`src/hdl/fbsg_pkg.sv`:
```
// Shared types, constants and helpers for the FAT boot sector geometry pipeline.
// Used by every module under hdl/; depends on nothing.
`default_nettype none

package fbsg_pkg;

    localparam int DIVIDEND_W    = 21;
    localparam int DIVISOR_W     = 16;
    localparam int DIV_STEPS     = 3;
    localparam int DIV_STAGES    = DIVIDEND_W / DIV_STEPS;
    localparam int DIR_ENTRY_SHIFT = 5;
    localparam int FAT_AREA_W    = 17;
    localparam int OVH_A_W       = 18;
    localparam int OVH_W         = 22;
    localparam int SHIFT_W       = 3;
    localparam int POS_W         = 32;

    typedef enum logic [2:0] {
        ST_OK          = 3'd0,
        ST_BAD_CLUSTER = 3'd1,
        ST_BAD_COUNTS  = 3'd2,
        ST_BAD_FATS    = 3'd3,
        ST_ZERO_BPS    = 3'd4
    } t_status;

    typedef struct packed {
        t_status                 status;
        logic [POS_W-1:0]        fat_start;
        logic [FAT_AREA_W-1:0]   fat_area;
        logic [15:0]             rsv;
        logic [POS_W-1:0]        vsec;
        logic [SHIFT_W-1:0]      shift;
    } t_side;

    // rem: partial remainder; work: dividend bits shifting out, quotient bits in
    typedef struct packed {
        logic [DIVISOR_W-1:0]    rem;
        logic [DIVIDEND_W-1:0]   work;
        logic [DIVISOR_W-1:0]    divisor;
        t_side                   side;
    } t_div_word;

    function automatic logic [SHIFT_W-1:0] f_log2_8(input logic [7:0] v);
        logic [SHIFT_W-1:0] res;
        res = '0;
        for (int i = 0; i < 8; i++) begin
            if (v[i]) begin
                res = SHIFT_W'(i);
            end
        end
        return res;
    endfunction

endpackage

`default_nettype wire

```
`src/hdl/fbsg_decode.sv`:
```
// Entry stage: boot sector checks, FAT start, FAT area, sector count select.
// Depends on fbsg_pkg.
`default_nettype none

module fbsg_decode (
    input  wire logic                 i_clk,
    input  wire logic                 i_rst_n,
    input  wire logic                 i_valid,
    output logic                      o_ready,
    input  wire logic [31:0]          i_volume_start,
    input  wire logic [15:0]          i_sector_size,
    input  wire logic [7:0]           i_cluster_sectors,
    input  wire logic [15:0]          i_reserved_count,
    input  wire logic [7:0]           i_fat_copies,
    input  wire logic [15:0]          i_root_entries,
    input  wire logic [15:0]          i_total_small,
    input  wire logic [31:0]          i_total_large,
    input  wire logic [15:0]          i_fat_length,
    output logic                      o_valid,
    input  wire logic                 i_ready,
    output fbsg_pkg::t_div_word       o_word
);

    logic                 r_valid;
    fbsg_pkg::t_div_word  r_word;
    fbsg_pkg::t_div_word  n_word;
    logic                 en;
    logic                 cluster_ok;

    assign en      = !r_valid || i_ready;
    assign o_ready = en;
    assign o_valid = r_valid;
    assign o_word  = r_word;

    assign cluster_ok = (i_cluster_sectors != 8'd0) &&
                        ((i_cluster_sectors & (i_cluster_sectors - 8'd1)) == 8'd0);

    always_comb begin
        priority if (!cluster_ok) begin
            n_word.side.status = fbsg_pkg::ST_BAD_CLUSTER;
        end else if ((i_total_small == 16'd0) == (i_total_large == 32'd0)) begin
            n_word.side.status = fbsg_pkg::ST_BAD_COUNTS;
        end else if (i_fat_copies != 8'd1 && i_fat_copies != 8'd2) begin
            n_word.side.status = fbsg_pkg::ST_BAD_FATS;
        end else if (i_sector_size == 16'd0) begin
            n_word.side.status = fbsg_pkg::ST_ZERO_BPS;
        end else begin
            n_word.side.status = fbsg_pkg::ST_OK;
        end
        n_word.side.fat_start = i_volume_start + {16'd0, i_reserved_count};
        n_word.side.fat_area  = (i_fat_copies == 8'd2) ? {i_fat_length, 1'b0}
                                                       : {1'b0, i_fat_length};
        n_word.side.rsv       = i_reserved_count;
        n_word.side.vsec      = (i_total_small != 16'd0) ? {16'd0, i_total_small}
                                                         : i_total_large;
        n_word.side.shift     = fbsg_pkg::f_log2_8(i_cluster_sectors);
        n_word.rem            = '0;
        n_word.work           = {i_root_entries, {fbsg_pkg::DIR_ENTRY_SHIFT{1'b0}}};
        n_word.divisor        = i_sector_size;
    end

    always_ff @(posedge i_clk) begin
        if (!i_rst_n) begin
            r_valid <= 1'b0;
        end else if (en) begin
            r_valid <= i_valid;
        end
    end

    always_ff @(posedge i_clk) begin
        if (en && i_valid) begin
            r_word <= n_word;
        end
    end

endmodule

`default_nettype wire

```
`src/hdl/fbsg_div_stage.sv`:
```
// One stage of the root directory length divider: DIV_STEPS restoring steps.
// Depends on fbsg_pkg.
`default_nettype none

module fbsg_div_stage (
    input  wire logic                 i_clk,
    input  wire logic                 i_rst_n,
    input  wire logic                 i_valid,
    output logic                      o_ready,
    input  wire fbsg_pkg::t_div_word  i_word,
    output logic                      o_valid,
    input  wire logic                 i_ready,
    output fbsg_pkg::t_div_word       o_word
);

    logic                 r_valid;
    fbsg_pkg::t_div_word  r_word;
    fbsg_pkg::t_div_word  n_word;
    logic                 en;

    assign en      = !r_valid || i_ready;
    assign o_ready = en;
    assign o_valid = r_valid;
    assign o_word  = r_word;

    always_comb begin : p_step
        logic [fbsg_pkg::DIVISOR_W:0] partial;
        logic [fbsg_pkg::DIVISOR_W:0] diff;
        logic                         qbit;
        n_word = i_word;
        for (int k = 0; k < fbsg_pkg::DIV_STEPS; k++) begin
            partial = {n_word.rem, n_word.work[fbsg_pkg::DIVIDEND_W-1]};
            diff    = partial - {1'b0, n_word.divisor};
            qbit    = (partial >= {1'b0, n_word.divisor});
            n_word.rem  = qbit ? diff[fbsg_pkg::DIVISOR_W-1:0]
                               : partial[fbsg_pkg::DIVISOR_W-1:0];
            n_word.work = {n_word.work[fbsg_pkg::DIVIDEND_W-2:0], qbit};
        end
    end

    always_ff @(posedge i_clk) begin
        if (!i_rst_n) begin
            r_valid <= 1'b0;
        end else if (en) begin
            r_valid <= i_valid;
        end
    end

    always_ff @(posedge i_clk) begin
        if (en && i_valid) begin
            r_word <= n_word;
        end
    end

endmodule

`default_nettype wire

```
`src/hdl/fbsg_finish.sv`:
```
// Last three stages: round up the root length, place root and data area,
// count clusters and register the result word. Depends on fbsg_pkg.
`default_nettype none

module fbsg_finish (
    input  wire logic                 i_clk,
    input  wire logic                 i_rst_n,
    input  wire logic                 i_valid,
    output logic                      o_ready,
    input  wire fbsg_pkg::t_div_word  i_word,
    output logic                      o_valid,
    input  wire logic                 i_ready,
    output logic [2:0]                o_status,
    output logic [31:0]               o_fat_start,
    output logic [31:0]               o_root_start,
    output logic [20:0]               o_root_length,
    output logic [31:0]               o_data_start,
    output logic [31:0]               o_total_sectors,
    output logic [31:0]               o_cluster_total
);

    typedef struct packed {
        fbsg_pkg::t_status                  status;
        logic [fbsg_pkg::POS_W-1:0]         fat_start;
        logic [fbsg_pkg::POS_W-1:0]         root_start;
        logic [fbsg_pkg::DIVIDEND_W-1:0]    rlen;
        logic [fbsg_pkg::OVH_A_W-1:0]       ovh_a;
        logic [fbsg_pkg::POS_W-1:0]         vsec;
        logic [fbsg_pkg::SHIFT_W-1:0]       shift;
    } t_fin_a;

    typedef struct packed {
        fbsg_pkg::t_status                  status;
        logic [fbsg_pkg::POS_W-1:0]         fat_start;
        logic [fbsg_pkg::POS_W-1:0]         root_start;
        logic [fbsg_pkg::DIVIDEND_W-1:0]    rlen;
        logic [fbsg_pkg::POS_W-1:0]         data_start;
        logic [fbsg_pkg::POS_W-1:0]         vsec;
        logic [fbsg_pkg::POS_W:0]           diff;
        logic [fbsg_pkg::SHIFT_W-1:0]       shift;
    } t_fin_b;

    logic    r_valid_a, r_valid_b, r_valid_c;
    logic    en_a, en_b, en_c;
    t_fin_a  r_a, n_a;
    t_fin_b  r_b, n_b;
    logic [fbsg_pkg::OVH_W-1:0] ovh;
    logic    ok;

    fbsg_pkg::t_status              r_status;
    logic [fbsg_pkg::POS_W-1:0]     r_fat_start, r_root_start, r_data_start;
    logic [fbsg_pkg::POS_W-1:0]     r_total_sectors, r_cluster_total;
    logic [fbsg_pkg::DIVIDEND_W-1:0] r_root_length;

    assign en_c    = !r_valid_c || i_ready;
    assign en_b    = !r_valid_b || en_c;
    assign en_a    = !r_valid_a || en_b;
    assign o_ready = en_a;
    assign o_valid = r_valid_c;

    always_comb begin
        n_a.status     = i_word.side.status;
        n_a.fat_start  = i_word.side.fat_start;
        n_a.root_start = i_word.side.fat_start +
                         {{(fbsg_pkg::POS_W-fbsg_pkg::FAT_AREA_W){1'b0}}, i_word.side.fat_area};
        n_a.rlen       = i_word.work + {{(fbsg_pkg::DIVIDEND_W-1){1'b0}}, |i_word.rem};
        n_a.ovh_a      = {2'b00, i_word.side.rsv} + {1'b0, i_word.side.fat_area};
        n_a.vsec       = i_word.side.vsec;
        n_a.shift      = i_word.side.shift;
    end

    assign ovh = {{(fbsg_pkg::OVH_W-fbsg_pkg::OVH_A_W){1'b0}}, r_a.ovh_a} +
                 {{(fbsg_pkg::OVH_W-fbsg_pkg::DIVIDEND_W){1'b0}}, r_a.rlen};

    always_comb begin
        n_b.status     = r_a.status;
        n_b.fat_start  = r_a.fat_start;
        n_b.root_start = r_a.root_start;
        n_b.rlen       = r_a.rlen;
        n_b.data_start = r_a.root_start +
                         {{(fbsg_pkg::POS_W-fbsg_pkg::DIVIDEND_W){1'b0}}, r_a.rlen};
        n_b.vsec       = r_a.vsec;
        n_b.diff       = {1'b0, r_a.vsec} -
                         {{(fbsg_pkg::POS_W+1-fbsg_pkg::OVH_W){1'b0}}, ovh};
        n_b.shift      = r_a.shift;
    end

    assign ok = (r_b.status == fbsg_pkg::ST_OK);

    always_ff @(posedge i_clk) begin
        if (!i_rst_n) begin
            r_valid_a <= 1'b0;
            r_valid_b <= 1'b0;
            r_valid_c <= 1'b0;
        end else begin
            if (en_a) begin
                r_valid_a <= i_valid;
            end
            if (en_b) begin
                r_valid_b <= r_valid_a;
            end
            if (en_c) begin
                r_valid_c <= r_valid_b;
            end
        end
    end

    always_ff @(posedge i_clk) begin
        if (en_a && i_valid) begin
            r_a <= n_a;
        end
        if (en_b && r_valid_a) begin
            r_b <= n_b;
        end
        if (en_c && r_valid_b) begin
            r_status         <= r_b.status;
            r_fat_start      <= ok ? r_b.fat_start  : '0;
            r_root_start     <= ok ? r_b.root_start : '0;
            r_root_length    <= ok ? r_b.rlen       : '0;
            r_data_start     <= ok ? r_b.data_start : '0;
            r_total_sectors  <= ok ? r_b.vsec       : '0;
            // negative difference: overhead exceeds the volume
            r_cluster_total  <= (ok && !r_b.diff[fbsg_pkg::POS_W]) ?
                                (r_b.diff[fbsg_pkg::POS_W-1:0] >> r_b.shift) : '0;
        end
    end

    assign o_status         = r_status;
    assign o_fat_start      = r_fat_start;
    assign o_root_start     = r_root_start;
    assign o_root_length    = r_root_length;
    assign o_data_start     = r_data_start;
    assign o_total_sectors  = r_total_sectors;
    assign o_cluster_total  = r_cluster_total;

endmodule

`default_nettype wire

```
`src/hdl/fat_boot_sector_geometry.sv`:
```
// Top level of the FAT boot sector geometry pipeline.
// Depends on fbsg_pkg, fbsg_decode, fbsg_div_stage and fbsg_finish.
//
//   channel  | handshake          | word
//   ---------+--------------------+---------------------------------------------
//   input    | i_valid / o_ready  | boot sector fields and volume start
//   output   | o_valid / i_ready  | status, region starts, lengths, cluster count
//
// One word enters per cycle unless stalled and passes one decode stage, seven
// divider stages of three restoring steps each for the root length and three
// finishing stages. Reset clears only the stage valid bits. A stalled output
// holds its word; upstream stages keep filling bubbles and stall only when full.
`default_nettype none

module fat_boot_sector_geometry (
    input  wire logic         i_clk,
    input  wire logic         i_rst_n,
    input  wire logic         i_valid,
    output logic              o_ready,
    input  wire logic [31:0]  i_volume_start,
    input  wire logic [15:0]  i_sector_size,
    input  wire logic [7:0]   i_cluster_sectors,
    input  wire logic [15:0]  i_reserved_count,
    input  wire logic [7:0]   i_fat_copies,
    input  wire logic [15:0]  i_root_entries,
    input  wire logic [15:0]  i_total_small,
    input  wire logic [31:0]  i_total_large,
    input  wire logic [15:0]  i_fat_length,
    output logic              o_valid,
    input  wire logic         i_ready,
    output logic [2:0]        o_status,
    output logic [31:0]       o_fat_start,
    output logic [31:0]       o_root_start,
    output logic [20:0]       o_root_length,
    output logic [31:0]       o_data_start,
    output logic [31:0]       o_total_sectors,
    output logic [31:0]       o_cluster_total
);

    logic [fbsg_pkg::DIV_STAGES:0] div_valid;
    logic [fbsg_pkg::DIV_STAGES:0] div_ready;
    fbsg_pkg::t_div_word           div_word [fbsg_pkg::DIV_STAGES+1];

    fbsg_decode u_decode (
        .i_clk              (i_clk),
        .i_rst_n            (i_rst_n),
        .i_valid            (i_valid),
        .o_ready            (o_ready),
        .i_volume_start     (i_volume_start),
        .i_sector_size      (i_sector_size),
        .i_cluster_sectors  (i_cluster_sectors),
        .i_reserved_count   (i_reserved_count),
        .i_fat_copies       (i_fat_copies),
        .i_root_entries     (i_root_entries),
        .i_total_small      (i_total_small),
        .i_total_large      (i_total_large),
        .i_fat_length       (i_fat_length),
        .o_valid            (div_valid[0]),
        .i_ready            (div_ready[0]),
        .o_word             (div_word[0])
    );

    for (genvar s = 0; s < fbsg_pkg::DIV_STAGES; s++) begin : g_div
        fbsg_div_stage u_div (
            .i_clk   (i_clk),
            .i_rst_n (i_rst_n),
            .i_valid (div_valid[s]),
            .o_ready (div_ready[s]),
            .i_word  (div_word[s]),
            .o_valid (div_valid[s+1]),
            .i_ready (div_ready[s+1]),
            .o_word  (div_word[s+1])
        );
    end

    fbsg_finish u_finish (
        .i_clk            (i_clk),
        .i_rst_n          (i_rst_n),
        .i_valid          (div_valid[fbsg_pkg::DIV_STAGES]),
        .o_ready          (div_ready[fbsg_pkg::DIV_STAGES]),
        .i_word           (div_word[fbsg_pkg::DIV_STAGES]),
        .o_valid          (o_valid),
        .i_ready          (i_ready),
        .o_status         (o_status),
        .o_fat_start      (o_fat_start),
        .o_root_start     (o_root_start),
        .o_root_length    (o_root_length),
        .o_data_start     (o_data_start),
        .o_total_sectors  (o_total_sectors),
        .o_cluster_total  (o_cluster_total)
    );

endmodule

`default_nettype wire

```
`config.mk`:
```
export PLATFORM = sky130hd
export DESIGN_NAME = fat_boot_sector_geometry
export DESIGN_NICKNAME = d
export VERILOG_FILES = /design/src/hdl/fbsg_pkg.sv /design/src/hdl/fbsg_decode.sv /design/src/hdl/fbsg_div_stage.sv /design/src/hdl/fbsg_finish.sv /design/src/hdl/fat_boot_sector_geometry.sv
export SDC_FILE = /design/constraint.sdc
export NUM_CORES = 2
export LEC_CHECK = 0
export ABC_AREA = 1
export BUFFER_PORTS_ARGS = -buffer_cell sky130_fd_sc_hd__buf_2
export CAP_MARGIN = 20
export CORE_MARGIN = 1
export CORE_UTILIZATION = 45
export CTS_CLUSTER_DIAMETER = 40
export CTS_CLUSTER_SIZE = 14
export DETAILED_ROUTE_END_ITERATION = 8
export GPL_TIMING_DRIVEN = 0
export PLACE_DENSITY = 0.63
export SYNTH_ARGS = -nofsm -noshare
export SYNTH_HDL_FRONTEND = slang
export SYNTH_SLANG_ARGS = --single-unit
export TNS_END_PERCENT = 50
```
`constraint.sdc`:
```
create_clock -name i_clk -period 21.5 [get_ports i_clk]
set_clock_uncertainty 0.2 [all_clocks]
set_input_delay 2.15 -clock i_clk [delete_from_list [all_inputs] [get_ports i_clk]]
set_output_delay 2.15 -clock i_clk [all_outputs]
set_load 0.02 [all_outputs]
```
==> run_summary.xml <==
<?xml version="1.0" encoding="UTF-8"?>
<metrics>
  <group name="power_and_ir_drop">
    <metric name="power_per_cell_area" unit="nW/µm²">82.24</metric>
    <metric name="leakagePower" unit="nW">39.65</metric>
    <metric name="vdd.ir_drop.worst" unit="mV">0.07968</metric>
    <metric name="totalPowerFinal" unit="mW">7.796</metric>
  </group>
  <group name="worst_setup_path">
    <metric name="max_incr_delay_on_cp" unit="ns">0.45</metric>
    <metric name="timing.critical_path.to_type" unit="">flip-flop</metric>
    <metric name="crit_fanout" unit="">10</metric>
    <metric name="timing.critical_path.from_type" unit="">flip-flop</metric>
    <metric name="timing.critical_path.from" unit="">g_div[1].u_div.o_word[110]</metric>
    <metric name="cell_mode_on_critical_path" unit="">nand2_1</metric>
    <metric name="required" unit="ns">21.87</metric>
    <metric name="critical-path-top-delay-family" unit="">simple AND/OR/NAND/NOR gates</metric>
    <metric name="crit-reg2reg-launch" unit="">g_div[1].u_div.o_word[110]</metric>
    <metric name="worstPathArrival" unit="ns">7.63</metric>
    <metric name="critPathSlowestCell" unit="">edfxtp_1</metric>
    <metric name="setup.worst_path.class" unit="">flip-flop to flip-flop</metric>
    <metric name="buffer_and_inverter_count_on_the_worst_path" unit="">6</metric>
  </group>
  <group name="cts">
    <metric name="ctsHtreeMaxLevel" unit="">4</metric>
    <metric name="worstSkewPairLatency" unit="ns">0.85</metric>
    <metric name="tritoncts.num_buffers" unit="">216</metric>
    <metric name="clock-root-buffer" unit="">clkbuf_16</metric>
    <metric name="cts_sinks" unit="">1707</metric>
    <metric name="cts_hold_repair.buffers" unit="">0</metric>
    <metric name="cts_max_path_buffers" unit="">3</metric>
    <metric name="tritoncts" unit="">built</metric>
    <metric name="post_cts_resized" unit="">0</metric>
    <metric name="cts_setup_buffers" unit="">0</metric>
    <metric name="clk_pin_slew" unit="ns">0.06</metric>
  </group>
  <group name="place">
    <metric name="post_dp_cell_area" unit="µm²">87190</metric>
    <metric name="pre_cts_slack" unit="ns">14.26</metric>
    <metric name="gp_congestion" unit="">0.9247</metric>
    <metric name="place.detailed.instances" unit="">10129</metric>
    <metric name="port_buffer_count" unit="">348</metric>
    <metric name="hpwlAfterDp" unit="µm">151700</metric>
  </group>
  <group name="synthesis">
    <metric name="synth-main-ff-cell" unit="">edfxtp_1</metric>
    <metric name="synth_edf_count" unit="">1696</metric>
    <metric name="syn-mean-instance-area" unit="µm²">11.07</metric>
    <metric name="mappedNetlistArea" unit="µm²">81690</metric>
    <metric name="synth_cells" unit="">7377</metric>
    <metric name="synth.yosys.warnings" unit="">0</metric>
    <metric name="async_flop_share" unit="%">0</metric>
    <metric name="synth_largest_area_cell" unit="">edfxtp_1</metric>
    <metric name="synth.distinct_cells" unit="">62</metric>
    <metric name="synth_top_area_share" unit="%">62.34</metric>
    <metric name="yosys_register_bits" unit="">1707</metric>
    <metric name="sequential_to_total_area_share_from_yosys_stat" unit="%">62.61</metric>
    <metric name="synthesis.nets" unit="">7998</metric>
    <metric name="synth.area.top_cells" unit="">edfxtp_1 (62%), nand2_1 (8.2%), ha_1 (6.4%), inv_1 (4.2%), nand3_1 (2.7%)</metric>
  </group>
  <group name="die">
    <metric name="initial_utilization" unit="%">45.25</metric>
    <metric name="core_area" unit="µm²">180500</metric>
    <metric name="design.die.area" unit="µm²">183200</metric>
    <metric name="floorplan.rows" unit="">156</metric>
    <metric name="die_w" unit="µm">428.1</metric>
    <metric name="floorplan.die.height" unit="µm">428.1</metric>
    <metric name="io-pin-count" unit="">350</metric>
  </group>
  <group name="sta">
    <metric name="tns" unit="ns">0</metric>
    <metric name="setup_violations" unit="">0</metric>
    <metric name="report.final.hold_viol_count" unit="">0</metric>
    <metric name="tightest_slew" unit="ns">0.8899</metric>
    <metric name="final_critical_period" unit="ns">7.255</metric>
    <metric name="rsz0062_at_grt" unit="">false</metric>
    <metric name="slew_headroom" unit="%">40.54</metric>
    <metric name="postLayoutSetupSlackWorst" unit="ns">14.24</metric>
    <metric name="fmax" unit="MHz">137.8</metric>
    <metric name="final-max-slew-violation-count" unit="">0</metric>
    <metric name="min_period_over_period" unit="%">33.75</metric>
  </group>
  <group name="cells_and_area">
    <metric name="storage_cell_area" unit="µm²">51150</metric>
    <metric name="final_cells" unit="">10525</metric>
    <metric name="total_area_of_multi_input_combinational_cells" unit="µm²">26540</metric>
    <metric name="layout.cell_area.non_filler" unit="µm²">94790</metric>
    <metric name="flow.area_growth_from_synthesis" unit="%">16.04</metric>
    <metric name="fillerInstances" unit="">15634</metric>
    <metric name="layout.nets" unit="">8598</metric>
    <metric name="drive_above_1_share" unit="%">11.44</metric>
  </group>
  <group name="route">
    <metric name="remaining_drc_errors" unit="">0</metric>
    <metric name="detail-route-antenna-nets" unit="">0</metric>
    <metric name="drt_first_iter_violations" unit="">3960</metric>
    <metric name="detailedRoute.firstPassIterationCount" unit="">6</metric>
    <metric name="routed_wirelength" unit="µm">195500</metric>
    <metric name="wl_per_cell" unit="µm">18.57</metric>
    <metric name="viasPerCell" unit="">5.048</metric>
    <metric name="route.vias.total" unit="">53126</metric>
  </group>
  <group name="run">
    <metric name="cap_violations" unit="">0</metric>
  </group>
  <group name="grt">
    <metric name="grt_first_pass_wirelength" unit="µm">298600</metric>
    <metric name="initial_antenna_violation_count" unit="">3</metric>
    <metric name="grt-ovfl-total" unit="">0</metric>
    <metric name="track_usage" unit="%">21.19</metric>
    <metric name="vias_in_the_first_global_route" unit="">51717</metric>
    <metric name="grt_max_degree" unit="">126</metric>
  </group>
  <group name="run_status">
    <metric name="run_status" unit="">finished, final reports clean</metric>
  </group>
  <group name="worst_hold_path">
    <metric name="holdCritPathClass" unit="">flip-flop to flip-flop</metric>
    <metric name="min-delay-start" unit="">u_decode.o_word[62]</metric>
  </group>
</metrics>
synthesized netlist by cell type (7+ instances only):
library cell  number
nand2_2           32
inv_2              9
o21a_1            11
o21ai_0          237
o21bai_1          19
or2_2             16
nand3_2            7
o22ai_1           24
a21oi_1          386
nand2_1         1783
a31oi_1           25
nor2_4             7
buf_4             18
xnor2_1          151
inv_1            918
nor3_1            49
clkbuf_1          47
fa_1              39
nor4_1            35
a21boi_0          12
nand4_1           76
buf_2             27
buf_6              9
mux2i_1            7
nand3_1          445
dfxtp_1           11
o211ai_1           9
and2_1            10
edfxtp_1        1696
xor2_1           226
nor2_2            15
nand2_4            9
o21ai_1           19
nor2_1           465
nand3b_1          26
o2111ai_1          8
a21o_1            21
ha_1             418
area by class of cell:
class | count | share of cell area (%)
timing repair buffer | 382 | 2.586
buffer | 103 | 0.5860
clock inverter | 158 | 2.184
inverter | 930 | 3.727
tap | 2370 | 3.128
clock buffer | 237 | 5.830
sequential | 1707 | 53.96
antenna | 1 | 0.002640
multi-input combinational | 4637 | 28.00
through the flow:
step,util [%],hold WS [ns]
2_1_floorplan,-,0.2003
3_3_place_gp,47.85,0.2001
3_5_place_dp,48.29,0.2045
4_1_cts,52.50,0.1974
5_1_grt,52.50,0.2011
6_report,52.50,0.1935
kinds of logic after synthesis:
logic type | after synthesis | synth area share [%]
compound gates | 794 | 5.312
xor+xnor | 377 | 4.042
fa+ha+maj | 457 | 7.358
buf+inv | 1033 | 4.953
flops | 1707 | 62.61
mux | 7 | 0.08577
simple gates | 3002 | 15.64
state kept, by name, indices dropped and copies added, names as in the netlist:
signal / count
u_decode.o_word: 135
u_finish.r_valid_b: 1
u_finish.n_b: 123
u_finish.r_valid_a: 1
u_finish.o_valid: 1
u_finish.o_cluster_total: 32
u_finish.o_status: 3
u_finish.o_root_start: 32
u_finish.r_b: 188
u_finish.o_total_sectors: 32
u_decode.o_valid: 1
u_finish.o_fat_start: 32
g_div.u_div.o_word: 1048
g_div.u_div.o_valid: 7
u_finish.o_root_length: 21
u_finish.r_a: 18
u_finish.o_data_start: 32
per-layer routing:
| layer | wire, µm | part of all wire [%] | up-vias | GRT usage (%) |
|---|---|---|---|---|
| met5 | 11 | 0.0056 | - | 0 |
| met4 | 5178 | 2.6 | 2 | 6.156 |
| met3 | 8063 | 4.1 | 293 | 3.140 |
| met2 | 95540 | 49 | 1251 | 36.31 |
| met1 | 86680 | 44 | 25065 | 27.88 |
| li1 | - | - | 26515 | - |
where the power goes:
group | switching (mW) | internal [mW]
Sequential | 0.0213 | 3.70
Combinational | 0.263 | 0.139
Clock | 1.49 | 2.19
Total | 1.77 | 6.02
worst reg2reg max path: cells and delay by family (launching register included):
kind	cells	cell delay [ns]
buffers and inverters	6	1.27
DFF	1	0.45
adders and majority gates	3	1.12
AOI/OAI and AO/OA	6	1.18
and+or+nand+nor	21	2.79
final timing paths:
path,end,slack (ns),cells after the start
hold reg to reg,g_div[0].u_div.o_word[62],0.19,0
setup / recovery,g_div[2].u_div.o_word[143],14.24,36
setup reg to reg,g_div[2].u_div.o_word[143],14.24,36
hold / removal,g_div[0].u_div.o_word[62],0.19,0
cells in the final DEF (no fill, tap or decap), drive strengths merged, types with 21 or more instances in the layout:
| cell type | n |
|---|---|
| nand2 | 1824 |
| edfxtp | 1696 |
| inv | 987 |
| nor2 | 487 |
| nand3 | 455 |
| buf | 438 |
| ha | 418 |
| a21oi | 391 |
| clkbuf | 284 |
| o21ai | 259 |
| xor2 | 226 |
| xnor2 | 151 |
| nand4 | 79 |
| clkinv | 55 |
| nor3 | 53 |
| fa | 39 |
| nor4 | 36 |
| nand3b | 26 |
| a31oi | 25 |
| o22ai | 24 |
| clkinvlp | 24 |
| bufinv | 22 |
| a21o | 21 |
| or2 | 21 |
Power figures use the tool's default switching activity.
